`src/rtl/core/kms_pkg.sv`:
```
// Shared types, constants and the control program of the motion smoother.
`timescale 1ns / 1ps
`default_nettype none
package kms_pkg;

  localparam int SUM_WIDTH_DEF = 48;
  localparam int MOT_W         = 32;
  localparam int VAR_W         = 32;
  localparam int VAR_FRAC      = 24;
  localparam int NOISE_W       = 28;
  localparam int K_W           = VAR_FRAC + 1;
  localparam int CHUNK_W       = 24;
  localparam int MUL_A_W       = 32;
  localparam int PROD_W        = MUL_A_W + K_W;
  localparam int CNT_W         = 5;
  localparam int DIV_STEPS     = K_W;
  localparam int STEP_W        = 5;
  localparam int CFG_IDX_W     = 1;

  localparam logic [CFG_IDX_W-1:0] REG_PROCESS_NOISE = 1'd0;
  localparam logic [CFG_IDX_W-1:0] REG_MEAS_NOISE    = 1'd1;

  localparam logic [NOISE_W-1:0] PROCESS_NOISE_RST = 28'd67109;
  localparam logic [NOISE_W-1:0] MEAS_NOISE_RST    = 28'd4194304;

  localparam logic [K_W-1:0]   K_ONE   = 25'h100_0000;
  localparam logic [VAR_W-1:0] VAR_ONE = 32'h0100_0000;

  // jump targets in the program
  localparam logic [STEP_W-1:0] PC_DIV     = 5'd5;
  localparam logic [STEP_W-1:0] PC_MUL_X   = 5'd8;
  localparam logic [STEP_W-1:0] PC_MUL_Y   = 5'd12;
  localparam logic [STEP_W-1:0] PC_MUL_ROT = 5'd16;
  localparam logic [STEP_W-1:0] PC_INIT    = 5'd21;
  localparam logic [STEP_W-1:0] PC_OUT     = 5'd22;
  localparam logic [STEP_W-1:0] PC_START   = 5'd0;

  typedef enum logic [3:0] {
    OP_SUM,
    OP_PP,
    OP_DIV_INIT,
    OP_DIV_STEP,
    OP_K_SET,
    OP_MAG,
    OP_MUL_CHUNK,
    OP_ACC,
    OP_MOVE,
    OP_VAR_MUL,
    OP_VAR_SET,
    OP_INIT,
    OP_DIFF,
    OP_CORR,
    OP_DONE
  } op_t;

  typedef enum logic [2:0] {
    BR_NEXT,
    BR_FIRST,
    BR_LOOP,
    BR_JUMP,
    BR_END
  } br_t;

  typedef enum logic [1:0] {
    AX_X,
    AX_Y,
    AX_ROT
  } axis_t;

  typedef struct packed {
    op_t                op;
    axis_t              axis;
    br_t                br;
    logic [STEP_W-1:0]  target;
  } uword_t;

  typedef struct packed {
    logic              en;
    op_t               op;
    axis_t             axis;
    logic [CNT_W-1:0]  cnt;
  } dp_ctl_t;

  // number of 24-bit pieces in the magnitude of a sum difference
  function automatic int nchunk(input int sum_w);
    return (sum_w + CHUNK_W) / CHUNK_W;
  endfunction

  function automatic uword_t mk(input op_t op, input axis_t axis, input br_t br,
                                input logic [STEP_W-1:0] target);
    uword_t w;
    w.op     = op;
    w.axis   = axis;
    w.br     = br;
    w.target = target;
    return w;
  endfunction

  function automatic uword_t ucode(input logic [STEP_W-1:0] pc);
    uword_t w;
    case (pc)
      5'd0:    w = mk(OP_SUM,       AX_X,   BR_NEXT,  PC_START);
      5'd1:    w = mk(OP_SUM,       AX_Y,   BR_NEXT,  PC_START);
      5'd2:    w = mk(OP_SUM,       AX_ROT, BR_FIRST, PC_INIT);
      5'd3:    w = mk(OP_PP,        AX_X,   BR_NEXT,  PC_START);
      5'd4:    w = mk(OP_DIV_INIT,  AX_X,   BR_NEXT,  PC_START);
      5'd5:    w = mk(OP_DIV_STEP,  AX_X,   BR_LOOP,  PC_DIV);
      5'd6:    w = mk(OP_K_SET,     AX_X,   BR_NEXT,  PC_START);
      5'd7:    w = mk(OP_MAG,       AX_X,   BR_NEXT,  PC_START);
      5'd8:    w = mk(OP_MUL_CHUNK, AX_X,   BR_NEXT,  PC_START);
      5'd9:    w = mk(OP_ACC,       AX_X,   BR_LOOP,  PC_MUL_X);
      5'd10:   w = mk(OP_MOVE,      AX_X,   BR_NEXT,  PC_START);
      5'd11:   w = mk(OP_MAG,       AX_Y,   BR_NEXT,  PC_START);
      5'd12:   w = mk(OP_MUL_CHUNK, AX_Y,   BR_NEXT,  PC_START);
      5'd13:   w = mk(OP_ACC,       AX_Y,   BR_LOOP,  PC_MUL_Y);
      5'd14:   w = mk(OP_MOVE,      AX_Y,   BR_NEXT,  PC_START);
      5'd15:   w = mk(OP_MAG,       AX_ROT, BR_NEXT,  PC_START);
      5'd16:   w = mk(OP_MUL_CHUNK, AX_ROT, BR_NEXT,  PC_START);
      5'd17:   w = mk(OP_ACC,       AX_ROT, BR_LOOP,  PC_MUL_ROT);
      5'd18:   w = mk(OP_MOVE,      AX_ROT, BR_NEXT,  PC_START);
      5'd19:   w = mk(OP_VAR_MUL,   AX_X,   BR_NEXT,  PC_START);
      5'd20:   w = mk(OP_VAR_SET,   AX_X,   BR_JUMP,  PC_OUT);
      5'd21:   w = mk(OP_INIT,      AX_X,   BR_NEXT,  PC_START);
      5'd22:   w = mk(OP_DIFF,      AX_X,   BR_NEXT,  PC_START);
      5'd23:   w = mk(OP_CORR,      AX_X,   BR_NEXT,  PC_START);
      5'd24:   w = mk(OP_DIFF,      AX_Y,   BR_NEXT,  PC_START);
      5'd25:   w = mk(OP_CORR,      AX_Y,   BR_NEXT,  PC_START);
      5'd26:   w = mk(OP_DIFF,      AX_ROT, BR_NEXT,  PC_START);
      5'd27:   w = mk(OP_CORR,      AX_ROT, BR_NEXT,  PC_START);
      5'd28:   w = mk(OP_DONE,      AX_X,   BR_END,   PC_START);
      default: w = mk(OP_DONE,      AX_X,   BR_END,   PC_START);
    endcase
    return w;
  endfunction

endpackage
`default_nettype wire

```
`src/rtl/core/kms_datapath.sv`:
```
// Datapath of the motion smoother: filter state, shared divider, multiplier and adders.
`timescale 1ns / 1ps
`default_nettype none
module kms_datapath #(
  parameter int SUM_WIDTH = kms_pkg::SUM_WIDTH_DEF
) (
  input  wire                                  clk,
  input  wire                                  rst_n,
  input  wire                                  ld,
  input  wire logic signed [kms_pkg::MOT_W-1:0] in_shift_x,
  input  wire logic signed [kms_pkg::MOT_W-1:0] in_shift_y,
  input  wire logic signed [kms_pkg::MOT_W-1:0] in_rotation,
  input  wire                                  in_motion_valid,
  input  wire                                  in_restart,
  input  wire logic [kms_pkg::NOISE_W-1:0]     process_noise,
  input  wire logic [kms_pkg::NOISE_W-1:0]     measurement_noise,
  input  wire kms_pkg::dp_ctl_t                ctl,
  output logic                                 first_frame,
  output logic signed [kms_pkg::MOT_W-1:0]     res_x,
  output logic signed [kms_pkg::MOT_W-1:0]     res_y,
  output logic signed [kms_pkg::MOT_W-1:0]     res_rot
);
  import kms_pkg::*;

  localparam int SW      = SUM_WIDTH;
  localparam int MAG_W   = SW + 1;
  localparam int NCHUNK  = nchunk(SW);
  localparam int CIDX_W  = $clog2(NCHUNK);
  localparam int PAD_W   = NCHUNK * CHUNK_W;
  localparam int ACC_W   = PAD_W + K_W;
  localparam int COR_W   = 37;
  localparam int DIFF_W  = (MAG_W > COR_W - 1) ? MAG_W : COR_W - 1;

  localparam logic signed [SW-1:0]     SUM_MAX = {1'b0, {(SW-1){1'b1}}};
  localparam logic signed [SW-1:0]     SUM_MIN = {1'b1, {(SW-1){1'b0}}};
  localparam logic signed [DIFF_W-1:0] D_LIM   = DIFF_W'(64'sd17179869184);
  localparam logic signed [COR_W-1:0]  V_MAX   = 37'sd2147483647;
  localparam logic signed [COR_W-1:0]  V_MIN   = -37'sd2147483648;
  localparam logic signed [MOT_W-1:0]  OUT_MAX = 32'sh7fff_ffff;
  localparam logic signed [MOT_W-1:0]  OUT_MIN = 32'sh8000_0000;

  // filter state
  logic                     first_r;
  logic signed [MOT_W-1:0]  held_r [3];
  logic signed [SW-1:0]     sum_r  [3];
  logic signed [SW-1:0]     est_r  [3];
  logic [VAR_W-1:0]         ev_r;

  // scratch registers
  logic [VAR_W-1:0]         pp_r;
  logic [VAR_W:0]           den_r;
  logic [VAR_W:0]           rem_r;
  logic [K_W-1:0]           shin_r;
  logic [K_W-1:0]           q_r;
  logic [K_W-1:0]           k_r;
  logic                     up_r;
  logic [MAG_W-1:0]         mag_r;
  logic [ACC_W-1:0]         acc_r;
  logic [PROD_W-1:0]        prod_r;
  logic signed [DIFF_W-1:0] diff_r;
  logic signed [MOT_W-1:0]  res_r  [3];

  // combinational terms
  logic signed [MOT_W-1:0]  m_cur;
  logic signed [SW-1:0]     sum_cur;
  logic signed [SW-1:0]     est_cur;
  logic signed [MAG_W-1:0]  sum_add;
  logic signed [SW-1:0]     sum_sat;
  logic [VAR_W:0]           pp_sum;
  logic [VAR_W-1:0]         pp_sat;
  logic [VAR_W+1:0]         trial;
  logic [VAR_W+1:0]         trial_sub;
  logic                     trial_ge;
  logic signed [MAG_W-1:0]  d_mag;
  logic [MAG_W-1:0]         mag_val;
  logic [PAD_W-1:0]         mag_pad;
  logic [CHUNK_W-1:0]       chunk_arr [NCHUNK];
  logic [CHUNK_W-1:0]       chunk;
  logic [MUL_A_W-1:0]       mul_a;
  logic [K_W-1:0]           mul_b;
  logic [MAG_W-1:0]         step;
  logic [MAG_W-1:0]         move_val;
  logic signed [DIFF_W-1:0] d_out;
  logic signed [COR_W-1:0]  v_cor;
  logic signed [MOT_W-1:0]  v_sat;

  always_comb begin
    m_cur   = held_r[ctl.axis];
    sum_cur = sum_r[ctl.axis];
    est_cur = est_r[ctl.axis];

    // saturating trajectory sum
    sum_add = MAG_W'(sum_cur) + MAG_W'(m_cur);
    if (sum_add[SW] != sum_add[SW-1]) begin
      sum_sat = sum_add[SW] ? SUM_MIN : SUM_MAX;
    end else begin
      sum_sat = sum_add[SW-1:0];
    end

    pp_sum = {1'b0, ev_r} + (VAR_W+1)'(process_noise);
    pp_sat = pp_sum[VAR_W] ? {VAR_W{1'b1}} : pp_sum[VAR_W-1:0];

    // one restoring division step
    trial     = {rem_r, shin_r[K_W-1]};
    trial_ge  = trial >= {1'b0, den_r};
    trial_sub = trial - {1'b0, den_r};

    d_mag   = MAG_W'(sum_cur) - MAG_W'(est_cur);
    mag_val = d_mag[MAG_W-1] ? (~d_mag + 1'b1) : d_mag;

    mag_pad = PAD_W'(mag_r);
    for (int i = 0; i < NCHUNK; i++) begin
      chunk_arr[i] = mag_pad[i*CHUNK_W +: CHUNK_W];
    end
    chunk = chunk_arr[ctl.cnt[CIDX_W-1:0]];

    if (ctl.op == OP_VAR_MUL) begin
      mul_a = pp_r;
      mul_b = K_ONE - k_r;
    end else begin
      mul_a = MUL_A_W'(chunk);
      mul_b = k_r;
    end

    step     = acc_r[VAR_FRAC +: MAG_W];
    move_val = up_r ? (MAG_W'(est_cur) + step) : (MAG_W'(est_cur) - step);

    d_out = DIFF_W'(est_cur) - DIFF_W'(sum_cur);

    // corrected = motion + (estimate - sum), clamped to 32 bits
    v_cor = COR_W'(m_cur) + COR_W'($signed(diff_r[COR_W-2:0]));
    if (diff_r > D_LIM) begin
      v_sat = OUT_MAX;
    end else if (diff_r < -D_LIM) begin
      v_sat = OUT_MIN;
    end else if (v_cor > V_MAX) begin
      v_sat = OUT_MAX;
    end else if (v_cor < V_MIN) begin
      v_sat = OUT_MIN;
    end else begin
      v_sat = v_cor[MOT_W-1:0];
    end
  end

  always_ff @(posedge clk) begin
    if (!rst_n) begin
      first_r <= 1'b1;
      ev_r    <= VAR_ONE;
      for (int i = 0; i < 3; i++) begin
        held_r[i] <= '0;
        sum_r[i]  <= '0;
        est_r[i]  <= '0;
      end
    end else if (ld) begin
      if (in_restart) begin
        first_r <= 1'b1;
        for (int i = 0; i < 3; i++) begin
          sum_r[i] <= '0;
        end
      end
      if (in_motion_valid) begin
        held_r[AX_X]   <= in_shift_x;
        held_r[AX_Y]   <= in_shift_y;
        held_r[AX_ROT] <= in_rotation;
      end
    end else if (ctl.en) begin
      case (ctl.op)
        OP_SUM:     sum_r[ctl.axis] <= sum_sat;
        OP_MOVE:    est_r[ctl.axis] <= move_val[SW-1:0];
        OP_VAR_SET: ev_r <= prod_r[VAR_FRAC +: VAR_W];
        OP_INIT: begin
          first_r <= 1'b0;
          ev_r    <= VAR_ONE;
          for (int i = 0; i < 3; i++) begin
            est_r[i] <= '0;
          end
        end
        default: ;
      endcase
    end
  end

  always_ff @(posedge clk) begin
    if (ctl.en) begin
      case (ctl.op)
        OP_PP: pp_r <= pp_sat;
        OP_DIV_INIT: begin
          den_r  <= {1'b0, pp_r} + (VAR_W+1)'(measurement_noise);
          rem_r  <= (VAR_W+1)'(pp_r[VAR_W-1:1]);
          shin_r <= {pp_r[0], {VAR_FRAC{1'b0}}};
          q_r    <= '0;
        end
        OP_DIV_STEP: begin
          rem_r  <= trial_ge ? trial_sub[VAR_W:0] : trial[VAR_W:0];
          q_r    <= {q_r[K_W-2:0], trial_ge};
          shin_r <= {shin_r[K_W-2:0], 1'b0};
        end
        // a zero denominator leaves all quotient bits set: clamp gives gain one
        OP_K_SET: k_r <= (q_r > K_ONE) ? K_ONE : q_r;
        OP_MAG: begin
          up_r  <= !d_mag[MAG_W-1];
          mag_r <= mag_val;
          acc_r <= '0;
        end
        OP_MUL_CHUNK, OP_VAR_MUL: prod_r <= PROD_W'(mul_a) * PROD_W'(mul_b);
        OP_ACC:  acc_r <= {acc_r[ACC_W-CHUNK_W-1:0], {CHUNK_W{1'b0}}} + ACC_W'(prod_r);
        OP_DIFF: diff_r <= d_out;
        OP_CORR: res_r[ctl.axis] <= v_sat;
        default: ;
      endcase
    end
  end

  assign first_frame = first_r;
  assign res_x       = res_r[AX_X];
  assign res_y       = res_r[AX_Y];
  assign res_rot     = res_r[AX_ROT];

endmodule
`default_nettype wire

```
`src/rtl/core/kalman_motion_smoother.sv`:
```
// Top level of the Kalman motion smoother: handshakes, registers and program sequencer.
//
// Usage:
//   Input channel (in_valid / in_stall): one frame's motion, a motion_valid flag that
//   reuses the last valid motion when clear, and a restart flag that clears the
//   trajectory sums and makes this frame the first one.
//   Output channel (out_valid / out_stall): corrected x, y and rotation, Q16.16.
//   Configuration: cfg_wr_en with cfg_index 0 (process noise) or 1 (measurement
//   noise), Q4.24 data; write only while no frame is in flight.
// Timing:
//   A frame runs through a microprogram of 46 + 6 * N steps, one step a cycle but for
//   the last, which waits while the output is stalled, with N = ceil((SUM_WIDTH + 1) / 24)
//   pieces per shared 32x25 multiply. The 25-step gain division and the three piecewise
//   estimate updates set that length. A first frame skips the filter and takes 11 steps.
//   The result shows on the cycle after the last step; the next frame can be taken in
//   that same cycle, so a new frame is taken only once the last one is through.
// Reset and stall:
//   Reset clears the sums and estimates, sets the variance to one and marks the
//   next frame as the first. in_stall is high while a frame is in work. When the
//   receiver stalls, the result register holds and the program waits on its last
//   step until the output register is free.
`timescale 1ns / 1ps
`default_nettype none
module kalman_motion_smoother #(
  parameter int SUM_WIDTH = kms_pkg::SUM_WIDTH_DEF
) (
  input  wire                                    clk,
  input  wire                                    rst_n,
  input  wire                                    in_valid,
  output logic                                   in_stall,
  input  wire logic signed [kms_pkg::MOT_W-1:0]  in_shift_x,
  input  wire logic signed [kms_pkg::MOT_W-1:0]  in_shift_y,
  input  wire logic signed [kms_pkg::MOT_W-1:0]  in_rotation,
  input  wire                                    in_motion_valid,
  input  wire                                    in_restart,
  output logic                                   out_valid,
  input  wire                                    out_stall,
  output logic signed [kms_pkg::MOT_W-1:0]       out_corrected_x,
  output logic signed [kms_pkg::MOT_W-1:0]       out_corrected_y,
  output logic signed [kms_pkg::MOT_W-1:0]       out_corrected_rotation,
  input  wire                                    cfg_wr_en,
  input  wire logic [kms_pkg::CFG_IDX_W-1:0]     cfg_index,
  input  wire logic [kms_pkg::NOISE_W-1:0]       cfg_data
);
  import kms_pkg::*;

  localparam int NCHUNK = nchunk(SUM_WIDTH);

  typedef enum logic {
    S_IDLE,
    S_RUN
  } seq_state_t;

  seq_state_t              state_r, state_nxt;
  logic [STEP_W-1:0]       pc_r, pc_nxt;
  logic [CNT_W-1:0]        cnt_r, cnt_nxt;
  logic                    out_valid_r, out_valid_nxt;
  logic signed [MOT_W-1:0] out_x_r, out_y_r, out_rot_r;
  logic [NOISE_W-1:0]      process_noise_r, measurement_noise_r;

  uword_t                  uw;
  dp_ctl_t                 dp_ctl;
  logic                    ld;
  logic                    done_go;
  logic                    first_frame;
  logic signed [MOT_W-1:0] res_x, res_y, res_rot;

  assign uw       = ucode(pc_r);
  assign ld       = in_valid && (state_r == S_IDLE);
  assign in_stall = (state_r != S_IDLE);

  always_comb begin
    dp_ctl.en   = (state_r == S_RUN);
    dp_ctl.op   = uw.op;
    dp_ctl.axis = uw.axis;
    dp_ctl.cnt  = cnt_r;
  end

  always_comb begin
    state_nxt     = state_r;
    pc_nxt        = pc_r;
    cnt_nxt       = cnt_r;
    out_valid_nxt = out_valid_r && out_stall;
    done_go       = 1'b0;
    case (state_r)
      S_IDLE: begin
        if (in_valid) begin
          state_nxt = S_RUN;
          pc_nxt    = PC_START;
        end
      end
      S_RUN: begin
        if (uw.op == OP_DIV_INIT) begin
          cnt_nxt = CNT_W'(DIV_STEPS - 1);
        end else if (uw.op == OP_MAG) begin
          cnt_nxt = CNT_W'(NCHUNK - 1);
        end
        case (uw.br)
          BR_NEXT:  pc_nxt = pc_r + 1'b1;
          BR_FIRST: pc_nxt = first_frame ? uw.target : pc_r + 1'b1;
          BR_LOOP: begin
            if (cnt_r != '0) begin
              cnt_nxt = cnt_r - 1'b1;
              pc_nxt  = uw.target;
            end else begin
              pc_nxt = pc_r + 1'b1;
            end
          end
          BR_JUMP:  pc_nxt = uw.target;
          BR_END: begin
            // hold on the last step until the output register is free
            if (!out_valid_nxt) begin
              done_go       = 1'b1;
              out_valid_nxt = 1'b1;
              state_nxt     = S_IDLE;
              pc_nxt        = PC_START;
            end
          end
          default:  pc_nxt = PC_START;
        endcase
      end
      default: state_nxt = S_IDLE;
    endcase
  end

  always_ff @(posedge clk) begin
    if (!rst_n) begin
      state_r     <= S_IDLE;
      pc_r        <= PC_START;
      cnt_r       <= '0;
      out_valid_r <= 1'b0;
    end else begin
      state_r     <= state_nxt;
      pc_r        <= pc_nxt;
      cnt_r       <= cnt_nxt;
      out_valid_r <= out_valid_nxt;
      if (done_go) begin
        out_x_r   <= res_x;
        out_y_r   <= res_y;
        out_rot_r <= res_rot;
      end
    end
  end

  always_ff @(posedge clk) begin
    if (!rst_n) begin
      process_noise_r     <= PROCESS_NOISE_RST;
      measurement_noise_r <= MEAS_NOISE_RST;
    end else if (cfg_wr_en) begin
      case (cfg_index)
        REG_PROCESS_NOISE: process_noise_r     <= cfg_data;
        REG_MEAS_NOISE:    measurement_noise_r <= cfg_data;
        default: ;
      endcase
    end
  end

  kms_datapath #(
    .SUM_WIDTH (SUM_WIDTH)
  ) u_datapath (
    .clk               (clk),
    .rst_n             (rst_n),
    .ld                (ld),
    .in_shift_x        (in_shift_x),
    .in_shift_y        (in_shift_y),
    .in_rotation       (in_rotation),
    .in_motion_valid   (in_motion_valid),
    .in_restart        (in_restart),
    .process_noise     (process_noise_r),
    .measurement_noise (measurement_noise_r),
    .ctl               (dp_ctl),
    .first_frame       (first_frame),
    .res_x             (res_x),
    .res_y             (res_y),
    .res_rot           (res_rot)
  );

  assign out_valid              = out_valid_r;
  assign out_corrected_x        = out_x_r;
  assign out_corrected_y        = out_y_r;
  assign out_corrected_rotation = out_rot_r;

endmodule
`default_nettype wire

```
`config.mk`:
```
export PLATFORM = sky130hd
export DESIGN_NAME = kalman_motion_smoother
export DESIGN_NICKNAME = d
export VERILOG_FILES = /design/src/rtl/core/kms_pkg.sv /design/src/rtl/core/kms_datapath.sv /design/src/rtl/core/kalman_motion_smoother.sv
export SDC_FILE = /design/constraint.sdc
export NUM_CORES = 2
export LEC_CHECK = 0
export BUFFER_PORTS_ARGS = -buffer_cell sky130_fd_sc_hd__buf_2
export CAP_MARGIN = 20
export CORE_UTILIZATION = 45
export CTS_CLUSTER_SIZE = 30
export DETAILED_ROUTE_END_ITERATION = 8
export PLACE_DENSITY = 0.61
export RECOVER_POWER = 100
export REMOVE_ABC_BUFFERS = 1
export SLEW_MARGIN = 20
export SYNTH_ARGS = -nofsm -noshare
export SYNTH_HDL_FRONTEND = slang
export SYNTH_HIERARCHICAL = 1
export SYNTH_SLANG_ARGS = --single-unit
```
`constraint.sdc`:
```
create_clock -name clk -period 17 [get_ports clk]
set_input_delay 1.7 -clock clk [delete_from_list [all_inputs] [get_ports clk]]
set_output_delay 1.7 -clock clk [all_outputs]
set_load 0.03 [all_outputs]
```
==> flow_summary_export.csv <==
group,metric,value,unit
setup_path,cp-end-kind,"flop",
global_routing,overflow,0,
yosys,syn_area_per_cell,10.1,sq um
yosys,yosysSeqAreaShare,37.4,%
sta,finalSetupTns,0,ps
sta,max_slew.worst_pin.slew,4220,ps
placed_design,io_buffer_count,229,
final_layout,final_area,98500,sq um
sta,slew_viol_final,1806,
global_routing,grt_use_total,27.3,%
final_layout,nNetsFinal,10400,
sta,skew,39.5,ps
placed_design,placed_cell_area,94600,sq um
min_path,hold_class,"reg2reg",
die,ios,230,
outcome,violations,"max-capacitance violations, max-slew violations",
drt,dr_total_vias,67000,
setup_path,required,17540,ps
yosys,yosysWarnings,6,
clock_tree,cts_buffers,130,
placed_design,routabilityCongestion,1.01,
drt,routed-wl-met3,21700,um
placed_design,place.detailed.hpwl,215000,um
sta,hold_viol_final,0,
drt,top_layer,"met4",
yosys,synth.largest_area_cell,"edfxtp_1",
setup_path,worstSetupPathType,"reg2reg",
outcome,outcome,"finished with violations",
global_routing,grt_pass1_wl,418000,um
drt,drt_first_iter_violations,5386,
power,power,0.00781,W
sta,post-route-period-util,77.8,%
drt,wl_per_cell,23.5,um
setup_path,critPathArrivalTime,13770,ps
yosys,synth_top_area_share,34.9,%
clock_tree,postCtsSetupBuffers,0,
power,p_per_area,79.3,nW/um^2
drt,drc_errors,0,
yosys,synthTopCellsByArea,"edfxtp_1, fa_1, ha_1",
global_routing,first_global_vias,67300,
sta,hold_ws,409,ps
drt,ant_nets,0,
sta,fmax,75.6,MHz
sta,finalSetupViolations,0,
final_layout,drive_above_1_share,6.70,%
clock_tree,cts-root-buf,"clkbuf_16",
power,swShare,30.2,%
yosys,synth_edf_count,1049,
die,num_rows,164,
sta,relSlewSlack,-181,%
final_layout,area_delta_synth_final,9.05,%
power,p_int,0.00546,W
die,coreArea,200000,sq um
die,die_x,450,um
power,power_frac_seq,42.0,%
sta,period_needed,13230,ps
clock_tree,cts_hold_buf,0,
yosys,yosysMostFrequentCell,"inv_1",
clock_tree,cts_tree,"yes",
setup_path,cpPeakStageDelay,2110,ps
drt,wl_met2,121000,um
die,die_area,203000,sq um
drt,avgViaCountPerCell,5.69,
drt,wl_met1,119000,um
global_routing,antenna_found_initial,13,
clock_tree,clock_latency,810,ps
die,die_y,450,um
clock_tree,cts_buffer_depth,3,
setup_path,critical_path.max_fanout,44,
drt,routed_wl,277000,um
power,ir_worst_vdd,0.0000898,V
sta,rsz0062_at_grt,"false",
global_routing,grt_max_degree,97,
setup_path,crit_path_frequent_cell,"fa_1",
clock_tree,htreeDepth,4,
yosys,syn_area,90400,sq um
yosys,synth-seq-cells,1164,
yosys,yosys_most_used_dff,"edfxtp_1",
drt,first_pass_iters,6,
run,cap_violations,40,
power,p_sw,0.00235,W
setup_path,worst_path_max_delay_cell,"and2_0",
die,start_util,45.3,%
yosys,synth_common_cells,"inv_1, edfxtp_1, nand2_1",
clock_tree,cts_sinks,1164,
power,p_clk_share,36.3,%
setup_path,critPathLaunchType,"flop",
clock_tree,clk_pin_slew,70,ps
power,p_leak,41.6,nW
yosys,synth_cell_types,103,
yosys,synthArstFlopShare,0,%
yosys,synthCells,8939,
power,p_comb_share,21.7,%
clock_tree,cts_resized,0,
## path summary, 6_finish.rpt
check                          start  slack [ps]                     to  cells past startpoint
max                           uw[10]        3770  u_datapath/prod_r[53]                     30
min          u_datapath/res_r[0][18]         410    out_corrected_x[18]                      0
max reg2reg                   uw[10]        3770  u_datapath/prod_r[53]                     30
min reg2reg  u_datapath/res_r[0][18]         410    out_corrected_x[18]                      0
## per-stage QoR
stage	util, %	std cells	worst slack, ps
2_1_floorplan	-	8541	6130
3_3_place_gp	47.4	11500	6490
3_5_place_dp	47.4	11500	6260
4_1_cts	49.6	11800	6280
5_1_grt	49.3	11800	3000
6_report	49.3	11800	3770
## worst max-delay path: cells and delay by family (launching register included)
| family | cells | cell delay (ps) |
|---|---|---|
| compound gates | 12 | 3700 |
| xor+xnor | 1 | 120 |
| fa+ha+maj | 8 | 3750 |
| buf+inv | 6 | 2340 |
| flops | 1 | 550 |
| simple gates | 3 | 2450 |
## cell families (layout without fill, tap and decap cells)
group                      after synthesis  in the layout  share of synthesized area, %
xor gates and xnor gates               499            499                          4.85
adders and majority gates             1254           1254                          23.1
other                                    0              4                             0
AOI/OAI and AO/OA                     1597           1597                          11.3
buffers and inverters                 1487           1665                          6.28
muxes                                  185            185                          3.38
DFF                                   1164           1164                          37.4
and+or+nand+nor                       2753           2753                          13.7
## area by class of cell
type                       count  area, sq um
fill                       18400       101000
multi-input combinational   6288        51200
sequential                  1164        33800
inverter                    1089         4090
clock buffer                 166         3470
tap                         2656         3320
timing repair buffer         339         1740
clock inverter                71          845
antenna                        4         10.0
## power groups by stage
stage               clock network [W]  logic [W]  registers [W]
floorplan                           0    0.00117        0.00334
global placement                    0    0.00167        0.00333
detailed placement                  0    0.00168        0.00333
CTS                           0.00290    0.00169        0.00327
global route                  0.00300    0.00185        0.00328
finish                        0.00284    0.00169        0.00328
## flip-flops by register name, indices dropped and copies added, names as in the netlist, 33 cells and up
signal and flops:
u_datapath/est_r 192, u_datapath/sum_r 192, u_datapath/held_r 96, u_datapath/res_r 96, u_datapath/acc_r 72, u_datapath/prod_r 57
u_datapath/diff_r 49, u_datapath/mag_r 49, u_datapath/den_r 33, u_datapath/rem_r 33
## routing by layer
metal,global-route usage (%),vias to the layer above
li1,-,30400
met1,37.2,33600
met2,41.8,2515
met3,5.14,509
met4,13.2,0
met5,0,-
## layout by cell type (no fill, tap or decap), types with 52 or more instances in the layout
cell type	synthesis	layout
and2_1	208	83
fa_1	696	696
clkbuf_1	329	163
mux4_2	96	96
xor2_1	189	176
a31oi_1	62	62
nand2_1	973	972
mux2i_1	87	87
nor2b_1	69	68
and2_0	0	125
nand3_1	122	122
a21oi_1	482	481
dfxtp_1	115	113
ha_1	551	551
nand2b_1	59	58
clkbuf_16	0	131
buf_2	32	132
edfxtp_1	1049	1049
inv_1	1087	1087
nand4_1	78	78
nor3_1	98	97
o21bai_1	77	77
o21ai_0	310	336
xnor2_1	308	300
nor2_1	955	950
a21o_1	240	240
o21a_1	53	52
buf_4	5	70
Note: power is estimated with default switching activity, not from simulation.
